==> src/rtl/ucp_pkg.sv <==
// Package: shared types, mode codes and policy lookup tables for the USB charge port policy.
`timescale 1ns / 1ps

package ucp_pkg;

  // Register map
  localparam int unsigned AddrWidth = 4;

  typedef enum logic [1:0] {
    REG_CHARGE_EN       = 2'd0,
    REG_SLEEP_CHARGE_EN = 2'd1,
    REG_DEBUG_LEVEL_EN  = 2'd2,
    REG_DEBUG_LEVEL     = 2'd3
  } reg_idx_e;

  // Port power modes
  typedef enum logic [2:0] {
    MODE_OFF = 3'd0,
    MODE_ON  = 3'd1,
    MODE_SDP = 3'd2,
    MODE_CDP = 3'd3,
    MODE_DCP = 3'd4
  } mode_e;

  // Collapsed system power state
  typedef enum logic [1:0] {
    SX_S0  = 2'd0,
    SX_S3  = 2'd1,
    SX_S45 = 2'd2
  } sx_e;

  // Raw system state codes
  localparam logic [3:0] ST_S5_TO_S0 = 4'd3;  // last code of the S0 group
  localparam logic [3:0] ST_S3       = 4'd4;
  localparam logic [3:0] ST_S0_TO_S3 = 4'd5;
  localparam logic [3:0] ST_DSX      = 4'd8;
  localparam logic [3:0] ST_S5_TO_DSX = 4'd11;

  // Debounce reload and battery thresholds
  localparam logic [5:0] DebounceLoad = 6'd61;
  localparam logic [6:0] LevelMax     = 7'd100;
  localparam logic [6:0] LevelBand1Hi = 7'd15;
  localparam logic [6:0] LevelBand1Lo = 7'd11;
  localparam logic [6:0] LevelBand2Hi = 7'd10;
  localparam logic [6:0] LevelBand3Hi = 7'd5;

  typedef struct packed {
    logic       charge_enable;
    logic       sleep_charge_enable;
    logic       debug_level_enable;
    logic [6:0] debug_level;
  } cfg_t;

  typedef struct packed {
    logic [3:0] sys_state;
    logic       ac_present;
    logic       detect_pin;
    logic [6:0] batt_level;
    logic       batt_ready;
    logic       thermal_shutdown;
    logic       usb_power_block;
  } item_t;

  typedef struct packed {
    mode_e      aou_mode;
    mode_e      other_mode;
    logic [6:0] power_type;
    logic       charger_enable_pin;
    logic       mode1_pin;
    logic       mode3_pin;
    logic       port_power_driven;
    logic       device_present;
  } result_t;

  function automatic sx_e sx_of(logic [3:0] st);
    sx_e sx;
    if (st <= ST_S5_TO_S0) begin
      sx = SX_S0;
    end else if (st == ST_S3 || st == ST_S0_TO_S3) begin
      sx = SX_S3;
    end else begin
      sx = SX_S45;
    end
    return sx;
  endfunction

  function automatic logic [1:0] band_of(logic [6:0] lvl);
    logic [1:0] band;
    if (lvl <= LevelBand3Hi) begin
      band = 2'd3;
    end else if (lvl <= LevelBand2Hi) begin
      band = 2'd2;
    end else if (lvl <= LevelBand1Hi && lvl >= LevelBand1Lo) begin
      band = 2'd1;
    end else begin
      band = 2'd0;
    end
    return band;
  endfunction

  // Enable-state tables. Rows: AC enabled, DC enabled, AC disabled, DC disabled
  function automatic mode_e aou_en_lookup(logic [1:0] row, sx_e sx);
    mode_e m;
    case (row) inside
      2'd0:       m = (sx == SX_S0) ? MODE_CDP : MODE_DCP;
      2'd1:       m = (sx == SX_S0) ? MODE_CDP : ((sx == SX_S3) ? MODE_DCP : MODE_OFF);
      2'd2, 2'd3: m = (sx == SX_S45) ? MODE_OFF : MODE_SDP;
      default:    m = MODE_OFF;
    endcase
    return m;
  endfunction

  function automatic mode_e oth_en_lookup(logic [1:0] row, sx_e sx);
    mode_e m;
    if (sx != SX_S45) begin
      m = MODE_SDP;
    end else if (row == 2'd0) begin
      m = MODE_ON;
    end else begin
      m = MODE_OFF;
    end
    return m;
  endfunction

  // Battery tables. Rows: S0, S3 dev, S3 no dev, S4/5 dev, S4/5 no dev
  function automatic mode_e aou_batt_lookup(logic [2:0] row, logic [1:0] band);
    mode_e m;
    case (row)
      3'd0: m = MODE_CDP;
      3'd1: begin
        case (band) inside
          2'd0, 2'd1: m = MODE_DCP;
          2'd2:       m = MODE_SDP;
          default:    m = MODE_OFF;
        endcase
      end
      3'd2: begin
        case (band) inside
          2'd0:       m = MODE_DCP;
          2'd1, 2'd2: m = MODE_SDP;
          default:    m = MODE_OFF;
        endcase
      end
      3'd3: m = (band <= 2'd1) ? MODE_DCP : MODE_OFF;
      3'd4: m = (band == 2'd0) ? MODE_DCP : MODE_OFF;
      default: m = MODE_OFF;
    endcase
    return m;
  endfunction

  function automatic mode_e oth_batt_lookup(logic [2:0] row, logic [1:0] band);
    mode_e m;
    case (row) inside
      3'd0:       m = MODE_SDP;
      3'd1, 3'd2: m = (band == 2'd3) ? MODE_OFF : MODE_SDP;
      default:    m = MODE_OFF;
    endcase
    return m;
  endfunction

endpackage

==> src/rtl/ucp_cfg_regs.sv <==
// APB configuration registers for the USB charge port policy.
`timescale 1ns / 1ps

module ucp_cfg_regs (
  input  logic                          clk_i,
  input  logic                          rst_ni,
  input  logic                          psel,
  input  logic                          penable,
  input  logic                          pwrite,
  input  logic [ucp_pkg::AddrWidth-1:0] paddr,
  input  logic [31:0]                   pwdata,
  output logic [31:0]                   prdata,
  output logic                          pready,
  output ucp_pkg::cfg_t                 cfg_o
);
  import ucp_pkg::*;

  cfg_t     cfg_q, cfg_d;
  reg_idx_e idx;
  logic     wr_en;

  assign pready = 1'b1;
  assign idx    = reg_idx_e'(paddr[3:2]);
  assign wr_en  = psel && penable && pwrite && pready;

  // Register write decode
  always_comb begin
    cfg_d = cfg_q;
    if (wr_en) begin
      unique case (idx)
        REG_CHARGE_EN:       cfg_d.charge_enable       = pwdata[0];
        REG_SLEEP_CHARGE_EN: cfg_d.sleep_charge_enable = pwdata[0];
        REG_DEBUG_LEVEL_EN:  cfg_d.debug_level_enable  = pwdata[0];
        REG_DEBUG_LEVEL:     cfg_d.debug_level         = pwdata[6:0];
        default:             cfg_d = cfg_q;
      endcase
    end
  end

  always_ff @(posedge clk_i or negedge rst_ni) begin
    if (!rst_ni) begin
      cfg_q <= '0;
    end else begin
      cfg_q <= cfg_d;
    end
  end

  // Read mux
  always_comb begin
    unique case (idx)
      REG_CHARGE_EN:       prdata = {31'd0, cfg_q.charge_enable};
      REG_SLEEP_CHARGE_EN: prdata = {31'd0, cfg_q.sleep_charge_enable};
      REG_DEBUG_LEVEL_EN:  prdata = {31'd0, cfg_q.debug_level_enable};
      REG_DEBUG_LEVEL:     prdata = {25'd0, cfg_q.debug_level};
      default:             prdata = '0;
    endcase
  end

  assign cfg_o = cfg_q;

endmodule

==> src/rtl/ucp_policy_core.sv <==
// Policy evaluation and per-tick state: debounce, mode lookup, overrides, pin levels.
`timescale 1ns / 1ps

module ucp_policy_core (
  input  logic             clk_i,
  input  logic             rst_ni,
  input  logic             step_i,
  input  ucp_pkg::item_t   item_i,
  input  ucp_pkg::cfg_t    cfg_i,
  output ucp_pkg::result_t result_o
);
  import ucp_pkg::*;

  logic [5:0] cnt_q, cnt_d;
  logic       flag_d;
  mode_e      last_aou_q, last_oth_q;
  logic       en_pin_q, en_pin_d;
  logic       m1_pin_q, m1_pin_d;
  logic       m3_pin_q, m3_pin_d;
  logic       pwr_pin_q, pwr_pin_d;

  sx_e        sx;
  logic       block_hit;
  logic       dbn_state;
  logic [1:0] en_row;
  logic [2:0] batt_row;
  logic [6:0] lvl;
  logic [1:0] band;
  mode_e      aou_tbl, oth_tbl, aou_fin, oth_fin;

  assign sx        = sx_of(item_i.sys_state);
  assign block_hit = item_i.usb_power_block && (item_i.sys_state == ST_S3) &&
                     !cfg_i.charge_enable;
  assign dbn_state = (item_i.sys_state == ST_S0_TO_S3) || (item_i.sys_state == ST_S3) ||
                     (item_i.sys_state == ST_DSX) || (item_i.sys_state == ST_S5_TO_DSX);

  // Detect pin debounce; count sticks at 1 once it gets there
  always_comb begin
    cnt_d  = cnt_q;
    flag_d = 1'b1;
    if (item_i.detect_pin) begin
      flag_d = 1'b0;
      if (dbn_state && cnt_q == 6'd0) begin
        cnt_d  = DebounceLoad;
        flag_d = 1'b1;
      end else if (cnt_q > 6'd1) begin
        cnt_d  = cnt_q - 6'd1;
        flag_d = 1'b1;
      end
    end
  end

  // Mode lookup
  always_comb begin
    en_row  = {!cfg_i.charge_enable, !item_i.ac_present};
    aou_tbl = aou_en_lookup(en_row, sx);
    oth_tbl = oth_en_lookup(en_row, sx);

    lvl = item_i.batt_level;
    if (cfg_i.debug_level_enable) begin
      lvl = (cfg_i.debug_level > LevelMax) ? LevelMax : cfg_i.debug_level;
    end
    band = band_of(lvl);

    unique case (sx)
      SX_S0:   batt_row = 3'd0;
      SX_S3:   batt_row = flag_d ? 3'd1 : 3'd2;
      default: batt_row = flag_d ? 3'd3 : 3'd4;
    endcase

    if (!item_i.ac_present && item_i.batt_ready && cfg_i.charge_enable) begin
      aou_tbl = aou_batt_lookup(batt_row, band);
      if (!cfg_i.sleep_charge_enable && sx == SX_S45) begin
        aou_tbl = MODE_OFF;
      end
      oth_tbl = oth_batt_lookup(batt_row, band);
    end

    // Thermal and BIOS overrides
    if (item_i.thermal_shutdown || block_hit) begin
      aou_fin = MODE_OFF;
      oth_fin = MODE_OFF;
    end else begin
      aou_fin = aou_tbl;
      oth_fin = oth_tbl;
    end
  end

  // Pin levels, re-driven only on a mode change
  always_comb begin
    en_pin_d  = en_pin_q;
    m1_pin_d  = m1_pin_q;
    m3_pin_d  = m3_pin_q;
    pwr_pin_d = pwr_pin_q;
    if (aou_fin != last_aou_q) begin
      case (aou_fin)
        MODE_OFF: begin
          en_pin_d = 1'b0; m1_pin_d = 1'b0; m3_pin_d = 1'b0;
        end
        MODE_SDP: begin
          en_pin_d = 1'b1; m1_pin_d = 1'b1; m3_pin_d = 1'b0;
        end
        MODE_CDP: begin
          en_pin_d = 1'b1; m1_pin_d = 1'b1; m3_pin_d = 1'b1;
        end
        MODE_DCP: begin
          en_pin_d = 1'b1; m1_pin_d = 1'b0; m3_pin_d = 1'b1;
        end
        default: ;
      endcase
    end
    if (oth_fin != last_oth_q) begin
      if (oth_fin == MODE_OFF) begin
        pwr_pin_d = 1'b0;
      end else if (oth_fin != MODE_ON) begin
        pwr_pin_d = 1'b1;
      end
      if (block_hit) begin
        pwr_pin_d = 1'b0;
      end
    end
  end

  // State update once per accepted tick
  always_ff @(posedge clk_i or negedge rst_ni) begin
    if (!rst_ni) begin
      cnt_q      <= '0;
      last_aou_q <= MODE_OFF;
      last_oth_q <= MODE_OFF;
      en_pin_q   <= 1'b0;
      m1_pin_q   <= 1'b0;
      m3_pin_q   <= 1'b0;
      pwr_pin_q  <= 1'b0;
    end else if (step_i) begin
      cnt_q      <= cnt_d;
      last_aou_q <= aou_fin;
      last_oth_q <= oth_fin;
      en_pin_q   <= en_pin_d;
      m1_pin_q   <= m1_pin_d;
      m3_pin_q   <= m3_pin_d;
      pwr_pin_q  <= pwr_pin_d;
    end
  end

  // Result beat; power_type is aou*16 + other, taken before overrides
  always_comb begin
    result_o.aou_mode           = aou_fin;
    result_o.other_mode         = oth_fin;
    result_o.power_type         = {aou_tbl, 1'b0, oth_tbl};
    result_o.charger_enable_pin = en_pin_d;
    result_o.mode1_pin          = m1_pin_d;
    result_o.mode3_pin          = m3_pin_d;
    result_o.port_power_driven  = pwr_pin_d;
    result_o.device_present     = flag_d;
  end

endmodule

==> src/rtl/usb_charge_port_power_policy_top.sv <==
// Top level of the USB charge port power policy: input register, policy core, result register.
`timescale 1ns / 1ps

// Evaluates the USB charge port power policy once per input beat. An accepted beat is
// held in the input register, evaluated combinationally against the debounce, mode and pin
// state, and written into the result register once that is empty or being drained. With
// the output side ready a beat is accepted every cycle. The input stalls only while both
// registers hold beats and the output side is not taking one; in_ready_o follows
// out_ready_i combinationally in that case.
// The policy state advances exactly once per beat as it moves into the result
// register. Configuration is through a small APB port: registers charge_enable,
// sleep_charge_enable, debug_level_enable and debug_level at byte offsets 0, 4, 8, 12.
module usb_charge_port_power_policy_top (
  input  logic                          clk_i,
  input  logic                          rst_ni,
  // APB configuration
  input  logic                          psel,
  input  logic                          penable,
  input  logic                          pwrite,
  input  logic [ucp_pkg::AddrWidth-1:0] paddr,
  input  logic [31:0]                   pwdata,
  output logic [31:0]                   prdata,
  output logic                          pready,
  // Input channel
  input  logic                          in_valid_i,
  output logic                          in_ready_o,
  input  logic [3:0]                    sys_state_i,
  input  logic                          ac_present_i,
  input  logic                          detect_pin_i,
  input  logic [6:0]                    batt_level_i,
  input  logic                          batt_ready_i,
  input  logic                          thermal_shutdown_i,
  input  logic                          usb_power_block_i,
  // Result channel
  output logic                          out_valid_o,
  input  logic                          out_ready_i,
  output logic [2:0]                    aou_mode_o,
  output logic [2:0]                    other_mode_o,
  output logic [6:0]                    power_type_o,
  output logic                          charger_enable_pin_o,
  output logic                          mode1_pin_o,
  output logic                          mode3_pin_o,
  output logic                          port_power_driven_o,
  output logic                          device_present_o
);
  import ucp_pkg::*;

  cfg_t    cfg;
  item_t   in_q;
  logic    in_valid_q, in_valid_d;
  result_t res;
  result_t out_q;
  logic    out_valid_q, out_valid_d;
  logic    advance;
  logic    in_fire;

  ucp_cfg_regs u_cfg (
    .clk_i   (clk_i),
    .rst_ni  (rst_ni),
    .psel    (psel),
    .penable (penable),
    .pwrite  (pwrite),
    .paddr   (paddr),
    .pwdata  (pwdata),
    .prdata  (prdata),
    .pready  (pready),
    .cfg_o   (cfg)
  );

  // Handshake control
  assign advance    = in_valid_q && (!out_valid_q || out_ready_i);
  assign in_ready_o = !in_valid_q || advance;
  assign in_fire    = in_valid_i && in_ready_o;

  always_comb begin
    in_valid_d = in_valid_q;
    if (in_fire) begin
      in_valid_d = 1'b1;
    end else if (advance) begin
      in_valid_d = 1'b0;
    end
    out_valid_d = out_valid_q;
    if (advance) begin
      out_valid_d = 1'b1;
    end else if (out_ready_i) begin
      out_valid_d = 1'b0;
    end
  end

  always_ff @(posedge clk_i or negedge rst_ni) begin
    if (!rst_ni) begin
      in_valid_q  <= 1'b0;
      out_valid_q <= 1'b0;
    end else begin
      in_valid_q  <= in_valid_d;
      out_valid_q <= out_valid_d;
    end
  end

  // Input register
  always_ff @(posedge clk_i) begin
    if (in_fire) begin
      in_q.sys_state        <= sys_state_i;
      in_q.ac_present       <= ac_present_i;
      in_q.detect_pin       <= detect_pin_i;
      in_q.batt_level       <= batt_level_i;
      in_q.batt_ready       <= batt_ready_i;
      in_q.thermal_shutdown <= thermal_shutdown_i;
      in_q.usb_power_block  <= usb_power_block_i;
    end
  end

  ucp_policy_core u_core (
    .clk_i    (clk_i),
    .rst_ni   (rst_ni),
    .step_i   (advance),
    .item_i   (in_q),
    .cfg_i    (cfg),
    .result_o (res)
  );

  // Result register
  always_ff @(posedge clk_i) begin
    if (advance) begin
      out_q <= res;
    end
  end

  assign out_valid_o          = out_valid_q;
  assign aou_mode_o           = out_q.aou_mode;
  assign other_mode_o         = out_q.other_mode;
  assign power_type_o         = out_q.power_type;
  assign charger_enable_pin_o = out_q.charger_enable_pin;
  assign mode1_pin_o          = out_q.mode1_pin;
  assign mode3_pin_o          = out_q.mode3_pin;
  assign port_power_driven_o  = out_q.port_power_driven;
  assign device_present_o     = out_q.device_present;

endmodule
==> config.mk <==
export PLATFORM = sky130hd
export DESIGN_NAME = usb_charge_port_power_policy_top
export DESIGN_NICKNAME = d
export VERILOG_FILES = /design/src/rtl/ucp_pkg.sv /design/src/rtl/ucp_cfg_regs.sv /design/src/rtl/ucp_policy_core.sv /design/src/rtl/usb_charge_port_power_policy_top.sv
export SDC_FILE = /design/constraint.sdc
export NUM_CORES = 1
export LEC_CHECK = 0
export ABC_AREA = 1
export BUFFER_PORTS_ARGS = -buffer_cell sky130_fd_sc_hd__buf_2
export CELL_PAD_IN_SITES_DETAIL_PLACEMENT = 0
export CELL_PAD_IN_SITES_GLOBAL_PLACEMENT = 2
export CORE_ASPECT_RATIO = 1.75
export CORE_MARGIN = 3
export CORE_UTILIZATION = 31
export DETAILED_ROUTE_END_ITERATION = 12
export PLACE_DENSITY = 0.82
export SLEW_MARGIN = 20
export SYNTH_ARGS = -nofsm -noshare
export SYNTH_HDL_FRONTEND = slang
export SYNTH_HIERARCHICAL = 1
export SYNTH_SLANG_ARGS = --single-unit
==> constraint.sdc <==
create_clock -name clk_i -period 5.9 [get_ports clk_i]
set_clock_uncertainty 0.2 [all_clocks]
set_input_delay 0.59 -clock clk_i [delete_from_list [all_inputs] [get_ports clk_i]]
set_output_delay 0.59 -clock clk_i [all_outputs]
set_load 0.05 [all_outputs]
== Word level (Yosys, flattened, before mapping) ==
Index checks and enable logic that the tools add are counted.

* Reduce and logical (&&, ||, !) cells: 47
* Equal/unequal tests: 26
* Add/sub/neg operators: 1
* Multipliers: 0
* Magnitude comparators: 8
* Bitwise logic cells: 0
* Multiplexer cells: 54
* Div/mod/pow operators: 0
* Shift-type cells: 0

{| class="wikitable"
|+ Operators with widths
! operator !! number
|-
| case mux 32 bit (4 select lines) || 1
|-
| 2-to-1 mux 3 bit || 19
|-
| 2-to-1 mux 2 bit || 9
|-
| 2-to-1 mux 1 bit || 16
|-
| OR reduction 2 bit || 8
|-
| case mux 3 bit (5 select lines) || 1
|-
| equality test 2 bit (second input constant) || 7
|-
| less-or-equal comparator 7 x 4 -> 1 bit (second input constant) || 2
|-
| 2-to-1 mux 7 bit || 2
|-
| equality test 3 x 2 -> 1 bit (second input constant) || 4
|-
| 2-to-1 mux 6 bit || 2
|-
| logical AND 1 bit || 11
|-
| zero test 3 bit || 3
|-
| equality test 2 x 1 -> 1 bit (second input constant) || 4
|-
| equality test 4 x 3 -> 1 bit (second input constant) || 2
|-
| equality test 4 bit (second input constant) || 2
|-
| zero test 2 bit || 4
|-
| AND reduction 2 bit || 4
|-
| greater-or-equal comparator 7 x 4 -> 1 bit (second input constant) || 1
|-
| greater-than comparator 7 bit (second input constant) || 1
|-
| less-or-equal comparator 7 x 3 -> 1 bit (second input constant) || 1
|-
| equality test 3 bit (second input constant) || 2
|-
| greater-than comparator 6 x 1 -> 1 bit (second input constant) || 1
|-
| zero test 6 bit || 1
|-
| 14 further kinds || 28
|}

* Input port bits: 59
* Register bits: 61
* Bits in latches: 0
* Bits in read-only memories: 0
* Memories: 0
* RAM bits: 0
* Word-level logic and storage cells: 164

== Longest topological paths before layout ==
Gate-level depths: netlist of run 1.

* Depth after elaboration: 20
* Gate-level depth with buffers: 27
* Mapped depth without buffers: 27

== Hierarchy ==
Netlist of run 1, hierarchy kept.

{| class="wikitable"
|+ By module, submodules not included
! module !! instances !! cells each !! area an instance (µm²)
|-
| ucp_policy_core || 1 || 218 || 1437.6
|-
| usb_charge_port_power_policy_top || 1 || 46 || 1116.1
|-
| ucp_cfg_regs || 1 || 101 || 734.5
|}

== Worst setup path after synthesis of run 1 ==
OpenSTA, ideal clock, no wires.

* Path type: register -> register
* From: register out_valid_q, in the netlist out_valid_o
* To: register u_core.cnt_q[5]
* Arrival: 2663 ps
* Cell stages (with the launch flop): 11
* Setup slack: 2903 ps
* Path buffers: 0
* Library setup time: 134 ps
* Path through: dfrtp_1 -> a21oi_1 -> nand2_1 -> inv_1 -> nand2_1 -> inv_1 -> nand3_1 -> nor2_1 -> nand2_1 -> o21ai_0 -> o211ai_1

* Word-level cells in the longest chain between the ends: 4

{| class="wikitable"
|+ Ends and longest elaborated chain
! what !! line !! RTL
|-
| start, declared || usb_charge_port_power_policy_top.sv:53 || <nowiki>logic out_valid_q, out_valid_d;</nowiki>
|-
| start signal, assigned || usb_charge_port_power_policy_top.sv:96 || <nowiki>out_valid_q <= out_valid_d;</nowiki>
|-
| zero test 1 bit || usb_charge_port_power_policy_top.sv:71 || <nowiki>assign advance = in_valid_q && (!out_valid_q || out_ready_i);</nowiki>
|-
| logical OR 1 bit || usb_charge_port_power_policy_top.sv:71 ||
|-
| logical AND 1 bit || usb_charge_port_power_policy_top.sv:71 ||
|-
| via advance || usb_charge_port_power_policy_top.sv:54 || <nowiki>logic advance;</nowiki>
|-
| AND reduction 3 bit (no line) || n/a ||
|-
| end signal, assigned || ucp_policy_core.sv:135 || <nowiki>cnt_q <= cnt_d;</nowiki>
|-
| end, declared || ucp_policy_core.sv:14 || <nowiki>logic [5:0] cnt_q, cnt_d;</nowiki>
|}

The timed path passes the listed nets, and every way through them passes these cells.
A chain may end at the register's enable or synchronous reset.

==> results of run 1 <==
## flip-flops by register name (all words and copies together) (netlist names), 2 cells and up
name / cells
u_core/last_oth_q: 2
in_q: 16
u_core/cnt_q: 6
power_type_o: 7
other_mode_o: 3
aou_mode_o: 3
u_core/last_aou_q: 3
u_cfg/cfg_o: 10
## worst max-delay path: stages (launching register included)
cell	delay (ns)
dfrtp_1	0.41
nor2_2	0.17
o21ai_0	0.11
nand2_1	0.07
o21ai_0	0.10
inv_1	0.07
nand2_1	0.06
nand2_2	0.08
nor2_1	0.05
a21oi_1	0.17
inv_1	0.07
ha_1	0.27
nand2_1	0.05
o21ai_1	0.13
inv_1	0.06
nand2_2	0.06
nand2_2	0.06
nand2_4	0.07
nand2_4	0.07
nand2_2	0.07
nand2_2	0.06
nand2_4	0.09
nand2_1	0.09
and2_1	0.16
## stage by stage
step | utilization (%) | std cells | setup WS, ns | power (W)
final | 37.7 | 558 | 2.87 | 0.00133
after global routing | 37.7 | 558 | 2.56 | 0.00141
after CTS | 37.7 | 558 | 2.82 | 0.00136
after detailed placement | 34.8 | 542 | 2.82 | 0.000845
after global placement | 34.8 | 542 | 2.86 | 0.000840
after floorplan | - | 391 | 2.90 | 0.000808
## final cells by class
cell class	instances	area (um2)
Fill cell	1088	6420
Sequential cell	61	1700
Multi-Input combinational cell	240	1230
Timing Repair Buffer	59	298
Clock buffer	10	250
Inverter	55	206
Tap cell	127	159
Clock inverter	6	46.3
## cell usage in the layout (no fill, tap or decap), drive strengths merged
master / netlist / layout
o21ai: 14 / 14
nor2: 34 / 34
clkinvlp: 0 / 2
nand4: 1 / 1
nand3: 23 / 23
clkinv: 0 / 4
xor2: 5 / 5
inv: 55 / 55
clkbuf: 0 / 10
o21a: 1 / 1
dfrtp: 27 / 27
a31oi: 1 / 1
nor4: 1 / 1
o31ai: 2 / 2
a21oi: 8 / 8
conb: 3 / 29
o211ai: 2 / 2
nor3: 1 / 1
ha: 4 / 4
buf: 35 / 59
nand3b: 1 / 1
nand2: 111 / 111
and2: 2 / 2
edfxtp: 34 / 34
## how the worst max path moves through the flow
stage	end	slack, ns
2_1_floorplan	u_core/cnt_q[5]$_DFFE_PN0P_	2.90
3_3_place_gp	mode3_pin_o$_DFFE_PP_	2.86
3_5_place_dp	mode3_pin_o$_DFFE_PP_	2.82
4_1_cts	mode3_pin_o$_DFFE_PP_	2.82
5_1_grt	charger_enable_pin_o$_DFFE_PP_	2.56
6_report	mode3_pin_o$_DFFE_PP_	2.87
## layer usage
metal  GRT usage [%]  wire, um  vias to the layer above
met5               0         0                        -
met4            6.10       143                        0
met1            10.5      2270                     1041
met2            20.0      3240                       67
li1                -         -                     1213
met3            2.78       355                        9
## cell families (layout without fill, tap and decap cells)
kind of cell / after synthesis / in the layout / synth area share, %
fa+ha+maj: 4 / 4 / 1.52
buf+inv: 90 / 130 / 14.2
xor+xnor: 5 / 5 / 1.33
other cells: 3 / 29 / 0.342
compound gates: 28 / 28 / 5.02
flops: 61 / 61 / 51.6
simple gates: 174 / 174 / 26.0
## power groups by stage
stage                     logic (W)  registers (W)  clock network, W
after floorplan            0.000213       0.000594                 0
after global placement     0.000292       0.000549                 0
after detailed placement   0.000294       0.000551                 0
after CTS                  0.000295       0.000543          0.000525
after global routing       0.000322       0.000549          0.000541
final                      0.000290       0.000541          0.000503
==> impl_metrics.ini, run 1 <==
[cts]
post_cts_buffers = 0
insertion_delay_ns = 0.33
cts_sinks = 61
h-tree-depth = 3
cts-buffers-inserted = 9
cts-root-buf = clkbuf_16
cts_tree = done
hold_buffers = 0
clk_pin_slew_worst_paths_ns = 0.06
cts-resized-gates = 0
clockBufferDepth = 2

[setup_path]
crit_arrival_ns = 2.92
ff2ff_setup_slack_ns = 2.87
crit_fanout = 5
r2r_cells = 23
critPathLaunchType = flop
worstSetupPathType = flop to flop
worstPathRequired_ns = 5.78
rr_startpoint = u_cfg/cfg_o[3]$_DFFE_PN0P_
crit_path_end_kind = flop
crit_path_start = u_cfg/cfg_o[3]$_DFFE_PN0P_
reg2reg_to = mode3_pin_o$_DFFE_PP_

[pwr]
pwr-share-clk_pct = 37.7
swShare_pct = 33.0
power_leakage_nw = 2.01
seq_power_share_pct = 40.5
pwr-share-comb_pct = 21.7
p_switching_w = 0.000441
p_int_w = 0.000893
power.density_nw_per_um2 = 343
vdd_ir_drop_max_mv = 0.164

[placement]
io_buffers = 58
globalplace.congestion = 0.771
placed_area_um2 = 3590
dp_hpwl_mm = 4.71

[timing]
slew_headroom_pct = 57.4
setup_tns_ns = 0
maxSlewViolCount = 0
fmax_mhz = 330
period_needed_ns = 3.03
grt_setup_unrepaired = no
worst_slew_pin_slew_ns = 0.638
setup_viol = 0
post-route-period-util_pct = 51.4
hold_viol = 0
holdWs_ns = 0.0831

[layout]
antenna_cells = 0
final_design_area_no_fill_um2 = 3880
syn2layout_area_growth_pct = 18.1
drive_gt1_share_pct = 28.1
finalNetCount = 489

[hold_path]
hold_class = input port to asynchronous set/reset pin

[global_route]
grt_max_degree = 28
grt_pass1_wl_mm = 9.98
antenna_found_initial = 0
grtUsageTotal_pct = 10.7
grt.overflow.total = 0
grt_pass1_vias = 2231

[drt]
detail-route-antenna-nets = 0
vias = 2330
wire_per_inst_um = 10.8
first_pass_iters = 4
drt_iter0_markers = 76
drc_errors = 0
wl_mm = 6.01
viasPerCell = 4.18

[logic_synthesis]
netlist.area_leader.share_pct = 31.1
synth_seq_cells = 61
synthFlopType = edfxtp_1
ys_types = 33
syn_area_um2 = 3290
netlist_top_cells_area = edfxtp_1 (31%), dfrtp_1 (21%), nand2_1 (10%)
synth_cells = 365
syn_area_per_cell_um2 = 9.01
ys_warn_count = 6
ys_async_sr_fraction_pct = 44.3
synth_common_cells = nand2_1 (91), inv_1 (49), buf_4 (34), edfxtp_1 (34), dfrtp_1 (27)
synth_seq_area_share_pct = 51.6
yosysTopAreaCell = edfxtp_1
synth.most_common_cell = nand2_1
synth_enable_flop_cells = 34

[run_status]
status = complete, no violations

[floorplanning]
initial_utilization_pct = 31.9
fp.dieH_um = 142
die_area_um2 = 11900
io_pins = 112
rows = 49
fp.dieW_um = 83.9
coreArea_um2 = 10300

[flow_run]
max_cap_violations = 0
Note: power is estimated with default switching activity, not from simulation.
==> run 2: changes to the inputs <==
- CORE_UTILIZATION: 31 -> 26
- PLACE_DENSITY: 0.82 -> 0.73
- clock period: 5.9 -> 2.6 ns (I/O delays scaled with it)
==> run 2 against run 1 <==
  * The flow now finishes with violations (negative setup slack)
  * Highest routed layer unchanged
  * Worst hold slack better by 0.022 ns
  * Fmax grew 5.6%
  * Total power increased by 140%
  * Register-to-register slack got worse by 3.1 ns
  * Clock power rose by 130%
==> impl_metrics.ini, run 2 (synthesized netlist as in run 1, its figures left out) <==
[timing]
setup_viol = 7
worst_slew_pin_slew_ns = 0.667
period_needed_ns = 2.87
holdWs_ns = 0.105
fmax_mhz = 348
maxSlewViolCount = 0
fin_ws_ns = -0.271
grt_setup_unrepaired = yes
setup_tns_ns = -1.33
post-route-period-util_pct = 110
hold_viol = 0
slew_headroom_pct = 55.5

[floorplanning]
coreArea_um2 = 12200
io_pins = 112
initial_utilization_pct = 26.9
die_area_um2 = 14100
fp.dieH_um = 155
fp.dieW_um = 91.0
rows = 53

[pwr]
pwr-share-comb_pct = 26.1
p_switching_w = 0.00104
swShare_pct = 32.2
seq_power_share_pct = 37.8
power_leakage_nw = 2.25
p_int_w = 0.00219
pwr-share-clk_pct = 36.1
vdd_ir_drop_max_mv = 0.327
power.density_nw_per_um2 = 722

[drt]
vias = 2509
wire_per_inst_um = 10.2
viasPerCell = 3.87
drt_iter0_markers = 108
drc_errors = 0
detail-route-antenna-nets = 0
first_pass_iters = 4
wl_mm = 6.58

[run_status]
status = finished, violations left
failed_checks = negative setup slack

[layout]
finalNetCount = 541
mostFrequentLayoutCell = nand2_1
top_register = in_q
syn2layout_area_growth_pct = 36.1
nFillCells = 1311
largest_reg_flops = 16
drive_gt1_share_pct = 33.5
final_util_pct = 36.7
antenna_cells = 0
final_design_area_no_fill_um2 = 4470
final_cell_mix = nand2_1 (87), buf_2 (58), inv_1 (47)

[cts]
clockBufferDepth = 2
h-tree-depth = 3
cts-root-buf = clkbuf_16
insertion_delay_ns = 0.34
cts_sinks = 61
cts-buffers-inserted = 9
cts_tree = done
clk_pin_slew_worst_paths_ns = 0.06

[setup_path]
worstPathRequired_ns = 2.49
crit_fanout = 5
critPathLaunchType = flop
worstSetupPathType = flop to flop
crit_path_end_kind = flop
crit_arrival_ns = 2.76

[global_route]
grt_use_met1_pct = 9.82
grt-busiest-layer = met2
met2_usage_pct = 18.3
grt.overflow.total = 0
use_met3_pct = 1.95
grt_pass1_wl_mm = 11.0
grtUsageTotal_pct = 9.91
grt_pass1_vias = 2418
antenna_found_initial = 0
grt_max_degree = 28

[hold_path]
hold_class = input port to flop

[placement]
io_buffers = 58
dp_hpwl_mm = 5.01
globalplace.congestion = 0.761
place_ws_ns = -0.296
placed_area_um2 = 3790

[flow_run]
max_cap_violations = 0
[run 2: layout make-up]
cell class / count / area (um2) / area share (%)
repair buffers: 111 / 763 / 17.1
clock inverters: 6 / 63.8 / 1.43
clock buffers: 10 / 229 / 5.12
multi-input cells: 240 / 1310 / 29.3
inverters: 55 / 206 / 4.61
flip-flops and latches: 61 / 1700 / 37.9
well taps: 165 / 206 / 4.61
[run 2: timing repair]
action / 4_1_cts / 5_1_grt
resized for setup: 11 / 11
pin swaps: 9 / 5
buffers inserted: 3 / 2
hold buffers: 27 / 0
endpoints found under the hold margin: 52 / 0
setup endpoints to repair: 8 / 12
[run 2: power by group through the flow]
stage	combinational, W	sequential [W]	clock (W)
finish	0.000844	0.00122	0.00117
CTS	0.000825	0.00122	0.00120
detailed placement	0.000763	0.00124	0
floorplan	0.000489	0.00135	0
global route	0.000930	0.00124	0.00124
global placement	0.000754	0.00123	0
[run 2: worst max-delay path: stages (launching register included)]
cell and delay, ns:
dfrtp_1 0.40, nor2_4 0.16, o21ai_2 0.06, nand2_1 0.06
o21ai_1 0.08, inv_1 0.07, nand2_1 0.06, nand2_2 0.09
nor2_4 0.04, a21oi_2 0.14, inv_2 0.06, ha_4 0.26
nand2_2 0.05, o21ai_1 0.12, inv_1 0.06, nand2_2 0.07
nand2_2 0.06, nand2_4 0.08, nand2_4 0.05, nand2_2 0.06
nand2_2 0.06, nand2_4 0.10, nand3_2 0.08, and2_1 0.16
[run 2: path summary, 6_finish.rpt]
| check | cells after the start | to | startpoint | slack [ns] |
|---|---|---|---|---|
| worst min-delay path | 4 | u_cfg/cfg_o[8]$_DFFE_PN0P_ | paddr[3] | 0.11 |
| min in group asynchronous | 2 | u_cfg/cfg_o[8]$_DFFE_PN0P_ | rst_ni | 0.28 |
| worst min register to register | 2 | u_core/pwr_pin_q$_DFFE_PN0P_ | u_core/pwr_pin_q$_DFFE_PN0P_ | 0.27 |
| max in group asynchronous | 2 | u_core/cnt_q[1]$_DFFE_PN0P_ | rst_ni | 1.47 |
| worst max register to register | 23 | charger_enable_pin_o$_DFFE_PP_ | u_cfg/cfg_o[4]$_DFFE_PN0P_ | -0.27 |
| worst max-delay path | 23 | charger_enable_pin_o$_DFFE_PP_ | u_cfg/cfg_o[4]$_DFFE_PN0P_ | -0.27 |
[run 2: stage by stage]
stage | power (W) | instances
2_1_floorplan | 0.00184 | 391
3_3_place_gp | 0.00199 | 600
6_report | 0.00323 | 648
3_5_place_dp | 0.00200 | 600
5_1_grt | 0.00340 | 648
4_1_cts | 0.00325 | 646
[run 2: layer usage]
layer | up-vias | wire, um
li1 | 1315 | -
met1 | 1115 | 2540
met2 | 70 | 3550
met3 | 9 | 314
met4 | 0 | 181
met5 | - | 0
